===== src/rtl/q4dp_pkg.sv =====
// ----------------------------------------------------------------------------
// q4dp_pkg: shared types and constants for the quantized block dot product
// Holds the controller state encoding, the command and status bundles between
// controller and datapath, and the float32 constants used by the datapath.
// ----------------------------------------------------------------------------
package q4dp_pkg;

  localparam int unsigned PAIRS_PER_BLOCK = 16;
  localparam int unsigned CNT_W = $clog2(PAIRS_PER_BLOCK);
  localparam int unsigned ACC_W = 17;
  localparam int unsigned SPROD_W = 22;
  localparam int unsigned MAG_W = 38;
  localparam int unsigned ALIGN_W = 28;
  localparam int unsigned BEXP_W = 11;

  localparam logic [31:0] CANON_NAN = 32'h7FC0_0000;
  localparam logic [7:0] EXP_MAX = 8'hFF;
  localparam logic [4:0] HALF_EXP_MAX = 5'h1F;

  typedef enum logic [6:0] {
    ST_IDLE  = 7'b0000001,
    ST_MUL1  = 7'b0000010,
    ST_MUL2  = 7'b0000100,
    ST_NORM  = 7'b0001000,
    ST_RND   = 7'b0010000,
    ST_ADD   = 7'b0100000,
    ST_FIN   = 7'b1000000
  } state_t;

  typedef struct packed {
    logic accept;
    logic mul1;
    logic mul2;
    logic norm;
    logic rnd_term;
    logic rnd_row;
    logic align;
    logic finish;
    logic emit;
  } cmd_t;

  typedef struct packed {
    logic close;
    logic eor;
    logic term_direct;
    logic norm_done;
    logic sum_direct;
    logic out_busy;
  } status_t;

endpackage


===== src/rtl/q4dp_ctrl.sv =====
// ----------------------------------------------------------------------------
// q4dp_ctrl: sequencer for the quantized block dot product
// Steps one closing request through the scale multiply, normalize, round and
// row add, and hands finished row sums to the output register.
// ----------------------------------------------------------------------------
module q4dp_ctrl
  import q4dp_pkg::*;
(
  input  logic    clk,
  input  logic    rst_n,
  input  logic    in_tvalid,
  output logic    in_tready,
  input  status_t sts,
  output cmd_t    cmd
);

  state_t state_r, state_nxt;
  logic   phase_r, phase_nxt;

  assign in_tready = (state_r == ST_IDLE);

  always_comb begin
    state_nxt = state_r;
    phase_nxt = phase_r;
    cmd = '0;
    case (state_r)
      ST_IDLE: begin
        if (in_tvalid) begin
          cmd.accept = 1'b1;
          if (sts.close) begin
            state_nxt = ST_MUL1;
          end
        end
      end
      ST_MUL1: begin
        cmd.mul1 = 1'b1;
        state_nxt = ST_MUL2;
      end
      ST_MUL2: begin
        cmd.mul2 = 1'b1;
        phase_nxt = 1'b0;
        state_nxt = sts.term_direct ? ST_ADD : ST_NORM;
      end
      ST_NORM: begin
        if (sts.norm_done) begin
          state_nxt = ST_RND;
        end else begin
          cmd.norm = 1'b1;
        end
      end
      ST_RND: begin
        if (phase_r) begin
          cmd.rnd_row = 1'b1;
          state_nxt = ST_FIN;
        end else begin
          cmd.rnd_term = 1'b1;
          state_nxt = ST_ADD;
        end
      end
      ST_ADD: begin
        cmd.align = 1'b1;
        phase_nxt = 1'b1;
        state_nxt = sts.sum_direct ? ST_FIN : ST_NORM;
      end
      ST_FIN: begin
        if (!sts.eor) begin
          cmd.finish = 1'b1;
          state_nxt = ST_IDLE;
        end else if (!sts.out_busy) begin
          cmd.finish = 1'b1;
          cmd.emit = 1'b1;
          state_nxt = ST_IDLE;
        end
      end
      default: begin
        state_nxt = ST_IDLE;
      end
    endcase
  end

  always_ff @(posedge clk) begin
    if (!rst_n) begin
      state_r <= ST_IDLE;
      phase_r <= 1'b0;
    end else begin
      state_r <= state_nxt;
      phase_r <= phase_nxt;
    end
  end

endmodule


===== src/rtl/q4dp_dpath.sv =====
// ----------------------------------------------------------------------------
// q4dp_dpath: datapath for the quantized block dot product
// Integer block accumulator, exact scale product, term multiply, a shared
// normalizer and rounder, the float32 row adder and the output register.
// ----------------------------------------------------------------------------
module q4dp_dpath
  import q4dp_pkg::*;
(
  input  logic        clk,
  input  logic        rst_n,
  input  logic [55:0] in_tdata,
  input  logic        in_tlast,
  input  cmd_t        cmd,
  output status_t     sts,
  output logic        out_tvalid,
  input  logic        out_tready,
  output logic [31:0] out_tdata
);

  logic signed [ACC_W-1:0] acc_r, acc_nxt;
  logic [CNT_W-1:0] cnt_r;
  logic eor_r;
  logic [15:0] ws_r, as_r;
  logic [SPROD_W-1:0] sprod_r;
  logic [MAG_W-1:0] mag_r;
  logic signed [BEXP_W-1:0] bexp_r;
  logic sgn_r;
  logic [31:0] term_r, row_r, dot_r;
  logic out_valid_r;

  // Input unpack and pair products.
  logic [7:0] pw;
  logic signed [7:0] a0, a1;
  logic signed [3:0] w0, w1;
  logic signed [11:0] p0, p1;
  logic signed [12:0] contrib;

  assign pw = in_tdata[7:0];
  assign a0 = in_tdata[15:8];
  assign a1 = in_tdata[23:16];
  assign w0 = {~pw[3], pw[2:0]};
  assign w1 = {~pw[7], pw[6:4]};
  assign p0 = 12'(w0) * 12'(a0);
  assign p1 = 12'(w1) * 12'(a1);
  assign contrib = 13'(p0) + 13'(p1);
  assign acc_nxt = acc_r + ACC_W'(contrib);

  // Half precision scale unpack: value = sig * 2^exp.
  logic [10:0] sw, sa;
  logic signed [5:0] ew, ea;
  logic w_spec, a_spec, w_nan, a_nan, w_zero, a_zero;

  always_comb begin
    w_spec = (ws_r[14:10] == HALF_EXP_MAX);
    a_spec = (as_r[14:10] == HALF_EXP_MAX);
    w_nan = w_spec && (ws_r[9:0] != 10'd0);
    a_nan = a_spec && (as_r[9:0] != 10'd0);
    w_zero = (ws_r[14:0] == 15'd0);
    a_zero = (as_r[14:0] == 15'd0);
    if (ws_r[14:10] == 5'd0) begin
      sw = {1'b0, ws_r[9:0]};
      ew = -6'sd24;
    end else begin
      sw = {1'b1, ws_r[9:0]};
      ew = $signed({1'b0, ws_r[14:10]}) - 6'sd25;
    end
    if (as_r[14:10] == 5'd0) begin
      sa = {1'b0, as_r[9:0]};
      ea = -6'sd24;
    end else begin
      sa = {1'b1, as_r[9:0]};
      ea = $signed({1'b0, as_r[14:10]}) - 6'sd25;
    end
  end

  // Term product and its special cases.
  logic acc_neg, acc_zero, t_sign;
  logic [ACC_W-1:0] acc_abs;
  logic [MAG_W-1:0] tprod;
  logic [31:0] term_spec;
  logic term_direct;

  assign acc_neg = acc_r[ACC_W-1];
  assign acc_zero = (acc_r == '0);
  assign acc_abs = acc_neg ? ACC_W'(-acc_r) : ACC_W'(acc_r);
  assign t_sign = ws_r[15] ^ as_r[15] ^ acc_neg;
  assign tprod = MAG_W'(sprod_r) * MAG_W'(acc_abs);

  always_comb begin
    term_direct = 1'b1;
    term_spec = {t_sign, 31'd0};
    if (w_nan || a_nan) begin
      term_spec = CANON_NAN;
    end else if (w_spec || a_spec) begin
      if (w_zero || a_zero || acc_zero) begin
        term_spec = CANON_NAN;
      end else begin
        term_spec = {t_sign, EXP_MAX, 23'd0};
      end
    end else if (w_zero || a_zero || acc_zero) begin
      term_spec = {t_sign, 31'd0};
    end else begin
      term_direct = 1'b0;
    end
  end

  // Rounder: mag_r holds a normalized significand with the leading one on top.
  logic [24:0] m25;
  logic rnd_up;
  logic signed [BEXP_W-1:0] rexp;
  logic [31:0] rnd_res;

  always_comb begin
    rnd_up = mag_r[13] && ((|mag_r[12:0]) || mag_r[14]);
    m25 = {1'b0, mag_r[37:14]} + 25'(rnd_up);
    rexp = m25[24] ? bexp_r + BEXP_W'(1) : bexp_r;
    if (rexp >= BEXP_W'(255)) begin
      rnd_res = {sgn_r, EXP_MAX, 23'd0};
    end else begin
      rnd_res = {sgn_r, rexp[7:0], m25[24] ? 23'd0 : m25[22:0]};
    end
  end

  // Row adder: special cases and alignment.
  logic r_nan, t_nan, r_inf, t_inf, r_zero, t_zero;
  logic [31:0] sum_spec;
  logic sum_direct;
  logic swap;
  logic [7:0] e_big, e_sml, dexp;
  logic [23:0] s_big, s_sml;
  logic sg_big;
  logic [26:0] big27, sml27, sh27, lost;
  logic sticky;
  logic [ALIGN_W-1:0] sum28;

  always_comb begin
    r_nan = (row_r[30:23] == EXP_MAX) && (row_r[22:0] != 23'd0);
    t_nan = (term_r[30:23] == EXP_MAX) && (term_r[22:0] != 23'd0);
    r_inf = (row_r[30:23] == EXP_MAX) && (row_r[22:0] == 23'd0);
    t_inf = (term_r[30:23] == EXP_MAX) && (term_r[22:0] == 23'd0);
    r_zero = (row_r[30:23] == 8'd0);
    t_zero = (term_r[30:23] == 8'd0);

    swap = (term_r[30:23] > row_r[30:23]) ||
           ((term_r[30:23] == row_r[30:23]) && (term_r[22:0] > row_r[22:0]));
    e_big = swap ? term_r[30:23] : row_r[30:23];
    e_sml = swap ? row_r[30:23] : term_r[30:23];
    s_big = swap ? {1'b1, term_r[22:0]} : {1'b1, row_r[22:0]};
    s_sml = swap ? {1'b1, row_r[22:0]} : {1'b1, term_r[22:0]};
    sg_big = swap ? term_r[31] : row_r[31];
    dexp = e_big - e_sml;
    big27 = {s_big, 3'b000};
    sml27 = {s_sml, 3'b000};
    if (dexp >= 8'd27) begin
      sh27 = '0;
      sticky = 1'b1;
    end else begin
      sh27 = sml27 >> dexp;
      lost = sml27 & ((27'd1 << dexp) - 27'd1);
      sticky = |lost;
    end
    if (dexp < 8'd27) begin
      lost = sml27 & ((27'd1 << dexp) - 27'd1);
    end else begin
      lost = '0;
    end
    if (row_r[31] != term_r[31]) begin
      sum28 = {1'b0, big27} - {1'b0, sh27 | 27'(sticky)};
    end else begin
      sum28 = {1'b0, big27} + {1'b0, sh27 | 27'(sticky)};
    end

    sum_direct = 1'b1;
    if (r_nan || t_nan || (r_inf && t_inf && (row_r[31] != term_r[31]))) begin
      sum_spec = CANON_NAN;
    end else if (r_inf) begin
      sum_spec = row_r;
    end else if (t_inf) begin
      sum_spec = term_r;
    end else if (r_zero && t_zero) begin
      sum_spec = {row_r[31] & term_r[31], 31'd0};
    end else if (r_zero) begin
      sum_spec = term_r;
    end else if (t_zero) begin
      sum_spec = row_r;
    end else if (sum28 == '0) begin
      sum_spec = 32'd0;
    end else begin
      sum_spec = 32'd0;
      sum_direct = 1'b0;
    end
  end

  assign sts.close = (cnt_r == CNT_W'(PAIRS_PER_BLOCK - 1)) || in_tlast;
  assign sts.eor = eor_r;
  assign sts.term_direct = term_direct;
  assign sts.norm_done = mag_r[MAG_W-1];
  assign sts.sum_direct = sum_direct;
  assign sts.out_busy = out_valid_r && !out_tready;

  always_ff @(posedge clk) begin
    if (!rst_n) begin
      acc_r <= '0;
      cnt_r <= '0;
      eor_r <= 1'b0;
      row_r <= 32'd0;
      out_valid_r <= 1'b0;
    end else begin
      if (cmd.accept) begin
        acc_r <= acc_nxt;
        cnt_r <= cnt_r + CNT_W'(1);
        eor_r <= in_tlast;
      end
      if (cmd.finish) begin
        acc_r <= '0;
        cnt_r <= '0;
      end
      if (cmd.rnd_row) begin
        row_r <= rnd_res;
      end
      if (cmd.align && sum_direct) begin
        row_r <= sum_spec;
      end
      if (cmd.emit) begin
        row_r <= 32'd0;
        out_valid_r <= 1'b1;
      end else if (out_tready) begin
        out_valid_r <= 1'b0;
      end
    end
  end

  always_ff @(posedge clk) begin
    if (cmd.accept) begin
      ws_r <= in_tdata[39:24];
      as_r <= in_tdata[55:40];
    end
    if (cmd.mul1) begin
      sprod_r <= SPROD_W'(sw) * SPROD_W'(sa);
    end
    if (cmd.mul2) begin
      mag_r <= tprod;
      bexp_r <= BEXP_W'(ew) + BEXP_W'(ea) + BEXP_W'(164);
      sgn_r <= t_sign;
      if (term_direct) begin
        term_r <= term_spec;
      end
    end
    if (cmd.norm) begin
      if (mag_r[MAG_W-1 -: 8] == 8'd0) begin
        mag_r <= mag_r << 8;
        bexp_r <= bexp_r - BEXP_W'(8);
      end else begin
        mag_r <= mag_r << 1;
        bexp_r <= bexp_r - BEXP_W'(1);
      end
    end
    if (cmd.rnd_term) begin
      term_r <= rnd_res;
    end
    if (cmd.align && !sum_direct) begin
      mag_r <= {sum28, 10'd0};
      bexp_r <= BEXP_W'(e_big) + BEXP_W'(1);
      sgn_r <= sg_big;
    end
    if (cmd.emit) begin
      dot_r <= row_r;
    end
  end

  assign out_tvalid = out_valid_r;
  assign out_tdata = dot_r;

endmodule


===== src/rtl/quant4_block_dot_product.sv =====
// ----------------------------------------------------------------------------
// quant4_block_dot_product: 4-bit by 8-bit quantized block dot product
// A request that does not close a block keeps the input ready. A closing
// request holds the input through the scale multiply, the shift-by-one-or-eight
// normalizer that serves both the term multiply and the row add, and any wait
// for the output register to drain on end of row. Synchronous active-low reset
// clears the sequencer, block count, block sum, row sum and output valid.
// ----------------------------------------------------------------------------
module quant4_block_dot_product
  import q4dp_pkg::*;
(
  input  logic        clk,
  input  logic        rst_n,
  input  logic        in_tvalid,
  output logic        in_tready,
  // packed_weights, act_first, act_second, weight_scale, act_scale
  input  logic [55:0] in_tdata,
  input  logic        in_tlast,
  output logic        out_tvalid,
  input  logic        out_tready,
  // dot_result
  output logic [31:0] out_tdata
);

  cmd_t    cmd;
  status_t sts;

  q4dp_ctrl u_ctrl (
    .clk       (clk),
    .rst_n     (rst_n),
    .in_tvalid (in_tvalid),
    .in_tready (in_tready),
    .sts       (sts),
    .cmd       (cmd)
  );

  q4dp_dpath u_dpath (
    .clk        (clk),
    .rst_n      (rst_n),
    .in_tdata   (in_tdata),
    .in_tlast   (in_tlast),
    .cmd        (cmd),
    .sts        (sts),
    .out_tvalid (out_tvalid),
    .out_tready (out_tready),
    .out_tdata  (out_tdata)
  );

endmodule


===== config.mk =====
export PLATFORM = sky130hd
export DESIGN_NAME = quant4_block_dot_product
export DESIGN_NICKNAME = d
export VERILOG_FILES = /design/src/rtl/q4dp_pkg.sv /design/src/rtl/q4dp_ctrl.sv /design/src/rtl/q4dp_dpath.sv /design/src/rtl/quant4_block_dot_product.sv
export SDC_FILE = /design/constraint.sdc
export NUM_CORES = 2
export LEC_CHECK = 0
export BUFFER_PORTS_ARGS = -buffer_cell sky130_fd_sc_hd__buf_2
export CAP_MARGIN = 20
export CORE_AREA = 3 3 410 372
export DETAILED_ROUTE_END_ITERATION = 8
export DIE_AREA = 0 0 413 375
export GPL_TIMING_DRIVEN = 0
export HOLD_SLACK_MARGIN = 0.05
export PLACE_DENSITY = 0.36
export RECOVER_POWER = 100
export REMOVE_ABC_BUFFERS = 1
export SETUP_SLACK_MARGIN = 0.3
export SLEW_MARGIN = 20
export SYNTH_ARGS = -nofsm -noshare
export SYNTH_HDL_FRONTEND = slang
export SYNTH_SLANG_ARGS = --single-unit

===== constraint.sdc =====
create_clock -name clk -period 22.3 [get_ports clk]
set_clock_uncertainty 0.1 [all_clocks]
set_input_delay 2.23 -clock clk [delete_from_list [all_inputs] [get_ports clk]]
set_output_delay 2.23 -clock clk [all_outputs]
set_load 0.01 [all_outputs]

Word-level counts from Yosys, hierarchy flattened
Cells that the tools add are included.
{"block": "op_classes", "n_lt_le_gt_ge": 4, "addsub": 17, "shift": 2, "n_mul": 4, "reduce_logical": 55, "eq_ne": 20, "bitwise_logic": 8, "muxes": 76}
{"cell": "two-way mux 32 bit", "count": 14}
{"cell": "two-way mux 38 bit", "count": 4}
{"cell": "two-way mux 11 bit", "count": 7}
{"cell": "two-way mux 23 bit", "count": 3}
{"cell": "two-way mux 7 bit", "count": 7}
{"cell": "case mux 7 bit (7 select lines)", "count": 1}
{"cell": "zero test 23 bit", "count": 2}
{"cell": "nonzero test 23 bit", "count": 2}
{"cell": "multiplier 22 x 17 -> 38 bit", "count": 1}
{"cell": "two-way mux 31 bit", "count": 1}
{"cell": "zero test 15 bit", "count": 2}
{"cell": "adder 27 x 27 -> 28 bit", "count": 1}
{"cell": "zero test 28 bit", "count": 1}
{"cell": "two-way mux 28 bit", "count": 1}
{"cell": "subtractor 27 x 27 -> 28 bit", "count": 1}
{"cell": "AND 27 bit", "count": 1}
{"cell": "two-way mux 1 bit", "count": 27}
{"cell": "two-way mux 27 bit", "count": 1}
{"cell": "bitwise OR 27 x 1 -> 27 bit", "count": 1}
{"cell": "OR reduction 27 bit", "count": 1}
{"cell": "left shift 1 x 8 -> 27 bit, first input constant", "count": 1}
{"cell": "right shift 27 x 8 -> 27 bit", "count": 1}
{"cell": "subtractor 27 x 1 -> 27 bit, second input constant", "count": 1}
{"cell": "adder 24 x 1 -> 25 bit", "count": 1}
{"cell": "other kinds (56)", "count": 103}
{"block": "word_totals", "inputBits": 61, "register_bits": 231}

Logic depth before layout (Yosys ltp)
{"block": "logic_depth", "ltp_word": 24, "mapped_depth": 53, "mapped_depth_nobuf": 46}

Cells and area by module
From an unflattened synthesis, not the netlist that was laid out.
{"block": "unflattened", "hier_cells": 4384, "area_unflattened_um2": 37402.1}
{"mod": "q4dp_dpath", "cells_each": 4317, "n_inst": 1, "area_per_inst_um2": 36864.1}
{"mod": "q4dp_ctrl", "cells_each": 67, "n_inst": 1, "area_per_inst_um2": 538.0}

Least setup slack after synthesis
OpenSTA, ideal clock, no wires.
{"block": "synth_path", "path_type": "reg2reg", "start": "register u_dpath.term_r[21]", "end": "register u_dpath.bexp_r[10], enable pin", "path_slack_ns": 12.057, "t_arrival_ns": 9.639, "path_stages_with_launch": 47, "period_less_slack_ns": 10.243, "cell_sequence": "edfxtp_1 -> ha_1 -> nand4_2 -> or4_4 -> o21bai_1 -> o2111a_1 -> buf_2 -> nor2_2 -> buf_2 -> a21o_1 -> inv_1 -> ha_1 -> or3_1 -> o311a_1 -> nand2_1 -> buf_2 -> clkbuf_1 -> clkbuf_1 -> [... 11 more ...] -> o21ai_0 -> a21oi_1 -> o21bai_1 -> a21o_1 -> a21oi_1 -> o21ai_0 -> a2111oi_0 -> o41a_1 -> o31a_1 -> o41a_1 -> o211ai_1 -> a31oi_1 -> nand3b_1 -> a211oi_1 -> nor4b_4 -> a211oi_1 -> nor2_1 -> nand2_1"}
{"block": "synth_via", "elab_chain_cells": 24, "elab_cells_between_ends": 39}
{"item": "from (decl)", "line": "q4dp_dpath.sv:28", "text": "logic [31:0] term_r, row_r, dot_r;"}
{"item": "from (signal assigned)", "line": "q4dp_dpath.sv:246", "text": "term_r <= term_spec;"}
{"item": "from (signal assigned)", "line": "q4dp_dpath.sv:259", "text": "term_r <= rnd_res;"}
{"item": "> comparator 23 bit", "line": "q4dp_dpath.sv:145", "text": "((term_r[30:23] == row_r[30:23]) && (term_r[22:0] > row_r[22:0]));"}
{"item": "logical AND 1 bit", "line": "q4dp_dpath.sv:145"}
{"item": "logical OR 1 bit", "line": "q4dp_dpath.sv:144", "text": "swap = (term_r[30:23] > row_r[30:23]) ||"}
{"item": "two-way mux 8 bit, on equally long branches", "line": "q4dp_dpath.sv:146, q4dp_dpath.sv:147"}
{"item": "subtractor 8 bit", "line": "q4dp_dpath.sv:151", "text": "dexp = e_big - e_sml;"}
{"item": "left shift 1 x 8 -> 27 bit", "line": "q4dp_dpath.sv:159", "text": "lost = sml27 & ((27'd1 << dexp) - 27'd1);"}
{"item": "subtractor 27 x 1 -> 27 bit", "line": "q4dp_dpath.sv:159"}
{"item": "AND 27 bit", "line": "q4dp_dpath.sv:159"}
{"item": "[... 8 more ...]"}
{"item": "two-way mux 1 bit", "line": "q4dp_dpath.sv:182", "text": "end else if (r_zero) begin"}
{"item": "two-way mux 1 bit", "line": "q4dp_dpath.sv:180", "text": "end else if (r_zero && t_zero) begin"}
{"item": "two-way mux 1 bit", "line": "q4dp_dpath.sv:178", "text": "end else if (t_inf) begin"}
{"item": "two-way mux 1 bit", "line": "q4dp_dpath.sv:176", "text": "end else if (r_inf) begin"}
{"item": "two-way mux 1 bit (*)", "line": "q4dp_dpath.sv:174", "text": "if (r_nan || t_nan || (r_inf && t_inf && (row_r[31] != term_r[31]))) begin"}
{"item": "zero test 1 bit (*)", "line": "q4dp_dpath.sv:261", "text": "if (cmd.align && !sum_direct) begin"}
{"item": "logical AND 1 bit (*)", "line": "q4dp_dpath.sv:261"}
{"item": "nonzero test 3 bit (no line) (*)"}
{"item": "to (signal assigned)", "line": "q4dp_dpath.sv:252", "text": "bexp_r <= bexp_r - BEXP_W'(8);"}
{"item": "to (signal assigned)", "line": "q4dp_dpath.sv:255", "text": "bexp_r <= bexp_r - BEXP_W'(1);"}
{"item": "to (signal assigned)", "line": "q4dp_dpath.sv:263", "text": "bexp_r <= BEXP_W'(e_big) + BEXP_W'(1);"}
{"item": "to (decl)", "line": "q4dp_dpath.sv:26", "text": "logic signed [BEXP_W-1:0] bexp_r;"}
Mark *: on every way between the ends. The rest lies on a longest branch, timed or not.
A chain may end at the register's enable or synchronous reset.

Worst setup path after layout
{"block": "layout_path", "start": "register u_dpath.row_r[24]", "end": "register u_dpath.row_r[23]"}
{"block": "layout_via", "elab_chain_cells": 24, "elab_cells_between_ends": 49}
{"item": "from (decl)", "line": "q4dp_dpath.sv:28"}
{"item": "from (signal assigned)", "line": "q4dp_dpath.sv:219", "text": "row_r <= rnd_res;"}
{"item": "from (signal assigned)", "line": "q4dp_dpath.sv:222", "text": "row_r <= sum_spec;"}
{"item": "branches (longest 24 deep; another with adder 27 x 27 -> 28 bit)"}
Several ways; the timed one is not identified. The select of a mux whose other input is x is not followed.

==> summary.txt <==
outcome -> finished with violations
failing checks -> capacitance limit, slew limit
largest net degree at the start of global routing -> 71
slowest CP cell -> clkbuf_1
die height -> 375 um
most used cell, CP -> o21ai_0
critical path capture point type -> flip-flop
CTS Buffer Depth -> 3
clk slew on worst S/H paths -> 60 ps
share of the yosys chip area belonging to registers -> 16.75%
syn_area_per_cell -> 8.452 um2
post-CTS resize count -> 0
EDFF count, synth -> 158
met3 usage -> 1.681%
Port Buf Inserts -> 94
final cell count without fillers -> 6338
CORE AREA -> 148200 um2
Layout Nets -> 5178
flop2flop setup slack -> 6410 ps
RSZ-0062 raised after global routing -> false
Synth Register Bits -> 231
worst-margin pin slew -> 2686 ps
clock sinks -> 231
M1 GR Usage -> 23.18%
drt wl/cell -> 18.77 um
1st-pass router iterations -> 7
minimum clock period -> 15890 ps
Root Buffer -> clkbuf_16
cell row count -> 134
placed cell count -> 6275
Yosys cell types -> 98
most used routing layer -> met2
initial antenna violation count -> 6
GR met2 Demand/Resource -> 23.23%
Initial Util -> 24.99%
Arr. time, crit path -> 16280 ps
Mapped Area -> 37050 um2
Initial DRC Count -> 1636
Ant. Diodes -> 0
multi-input logic area -> 27630 um2
Remaining DRCs -> 0
clk_lat worst skew -> 600 ps
layout cell share with drive strength beyond 1 -> 5.795%
family with the most delay on the worst path -> compound AO/OA/AOI/OAI gates
Tot GR Track Use -> 15.33%
number of fillers in the final layout -> 16190
Via Count -> 29460
CTS tree -> done
vias per cell -> 4.648
Hold/Removal Path Class -> flip-flop to flip-flop
max incr delay on CP -> 1400 ps
area growth from synthesis to layout -> 10.37%
final hold vios -> 0
asr flop ratio synth -> 0%
design area -> 40890 um2
register area -> 6207 um2
Peak Freq -> 62.95 MHz
Setup Crit Path Kind -> flip-flop to flip-flop
CP max FO -> 42
post-DP HPWL -> 97240 um
Setup Buffers After CTS -> 0
setup tns final -> 0 ps
Startpoint Class -> flip-flop
full die area -> 154900 um2
relative slew slack -> -80.97%
total number of yosys warnings -> 0
first-pass GRT wire length -> 185500 um
CTS H-tree lvls -> 2
CTS Buf Count -> 34
grt ovf -> 0
routability cong. -> 0.8223
cts hold-fix bufs -> 0
max-slew violation count -> 171
Hold Slack -> 358.5 ps
Post-Synthesis Cells -> 4383
Die Wd -> 413 um
Top FF cell, synth -> edfxtp_1
setup violators final -> 0
CP Buf/Inv Count -> 3
Cell Area, Placed -> 39930 um2
Worst Path Required -> 22690 ps
Antenna Nets Post-Route -> 0
vias in the first global route -> 30100
# Max-Cap Violations -> 6
DRT Wirelength -> 118900 um
Ports -> 95
period utilization -> 71.24%
cells in the mapped netlist (9+ instances only):
master | number | area, um2
o211ai_1 | 11 | 82.58
buf_2 | 17 | 85.08
nand3b_1 | 9 | 67.56
a211oi_1 | 48 | 360.4
mux2i_1 | 51 | 510.5
clkbuf_1 | 166 | 623.1
a21o_1 | 31 | 232.7
xor2_1 | 38 | 332.8
o31a_1 | 10 | 87.58
buf_1 | 25 | 93.84
ha_1 | 314 | 3929
o21ai_1 | 39 | 195.2
edfxtp_1 | 158 | 4745
o21ai_0 | 139 | 695.7
mux4_2 | 14 | 315.3
or2_2 | 15 | 93.84
nor4_1 | 29 | 181.4
xnor2_1 | 133 | 1165
a21boi_0 | 12 | 90.09
nor2_1 | 266 | 998.5
nand4_1 | 33 | 206.5
o31ai_1 | 15 | 112.6
dfxtp_1 | 73 | 1461
and2_1 | 138 | 863.3
a31oi_1 | 49 | 306.5
and3_1 | 28 | 175.2
nand2b_1 | 38 | 237.7
a21oi_1 | 224 | 1121
inv_1 | 647 | 2429
o22ai_1 | 15 | 93.84
o21bai_1 | 28 | 210.2
or3_1 | 16 | 100.1
fa_1 | 463 | 9269
nor2b_1 | 80 | 500.5
nor3_1 | 63 | 315.3
buf_4 | 12 | 90.09
nand3_1 | 73 | 365.4
o21a_1 | 11 | 82.58
nand2_1 | 689 | 2586
cell type report:
type                    instances  share of cell area [%]
clock buffers                  46                   2.369
repair buffers                145                   2.387
inverters                     648                   5.952
flip-flops and latches        231                   15.18
well taps                    1972                   6.035
multi-input cells            3280                   67.57
clock inverters                16                  0.5080
path summary, 6_finish.rpt:
kind                      from           endpoint  cells past startpoint
max          u_dpath.row_r[24]  u_dpath.row_r[23]                     41
max reg2reg  u_dpath.row_r[24]  u_dpath.row_r[23]                     41
min reg2reg  u_dpath.acc_r[11]  u_dpath.acc_r[11]                      2
min          u_dpath.acc_r[11]  u_dpath.acc_r[11]                      2
registers in the layout, indices dropped and copies added, names as in the netlist:
| name | cells |
|---|---|
| u_dpath.term_r | 32 |
| u_dpath.bexp_r | 11 |
| u_ctrl.phase_r | 1 |
| u_dpath.out_tdata | 32 |
| u_dpath.ws_r | 16 |
| u_dpath.sprod_r | 22 |
| u_ctrl.state_r | 7 |
| u_dpath.sgn_r | 1 |
| u_dpath.cnt_r | 4 |
| u_dpath.as_r | 16 |
| u_dpath.out_tvalid | 1 |
| u_dpath.acc_r | 17 |
| u_dpath.eor_r | 1 |
| u_dpath.row_r | 32 |
| u_dpath.mag_r | 38 |
per-layer routing:
metal  wire length (um)  part of all wire [%]
met5                  0                     0
met2              50800                    43
met1              61360                    52
met4               2604                   2.2
met3               4184                   3.5
stage by stage:
step	setup slack (ps)	util [%]
2_1_floorplan	6321	-
6_report	6414	27.59
3_3_place_gp	-1658	26.34
3_5_place_dp	9239	26.94
4_1_cts	9146	27.74
5_1_grt	4642	27.59
cells in the final DEF (no fill, tap or decap), types with 80 or more instances in the layout:
| cell | synthesis | final |
|---|---|---|
| nor2_1 | 266 | 264 |
| inv_1 | 647 | 645 |
| nor2b_1 | 80 | 80 |
| and2_1 | 138 | 130 |
| edfxtp_1 | 158 | 158 |
| xnor2_1 | 133 | 118 |
| o21ai_0 | 139 | 149 |
| ha_1 | 314 | 312 |
| nand2_1 | 689 | 689 |
| fa_1 | 463 | 463 |
| a21oi_1 | 224 | 224 |
logic make-up after synthesis:
logic type / Yosys count / synth area share [%]
and+or+nand+nor: 1522 / 19.19
adders and majority gates: 777 / 35.63
DFF: 231 / 16.75
xor gates and xnor gates: 172 / 4.087
buffers and inverters: 872 / 9.096
muxes: 76 / 2.563
AOI/OAI and AO/OA: 733 / 12.68
worst register-to-register path: cells and delay by family (launching register included):
family                   cells  cell delay (ps)
buffers and inverters        3             1800
adder cells (fa/ha/maj)      3             1170
flip-flops                   1              530
AND/OR/NAND/NOR              6             2820
AO/OA/AOI/OAI               29             9380
Power is left out: the tool's default activity adds up to more than one toggle a clock period on the data nets, which glitch-free logic cannot reach.
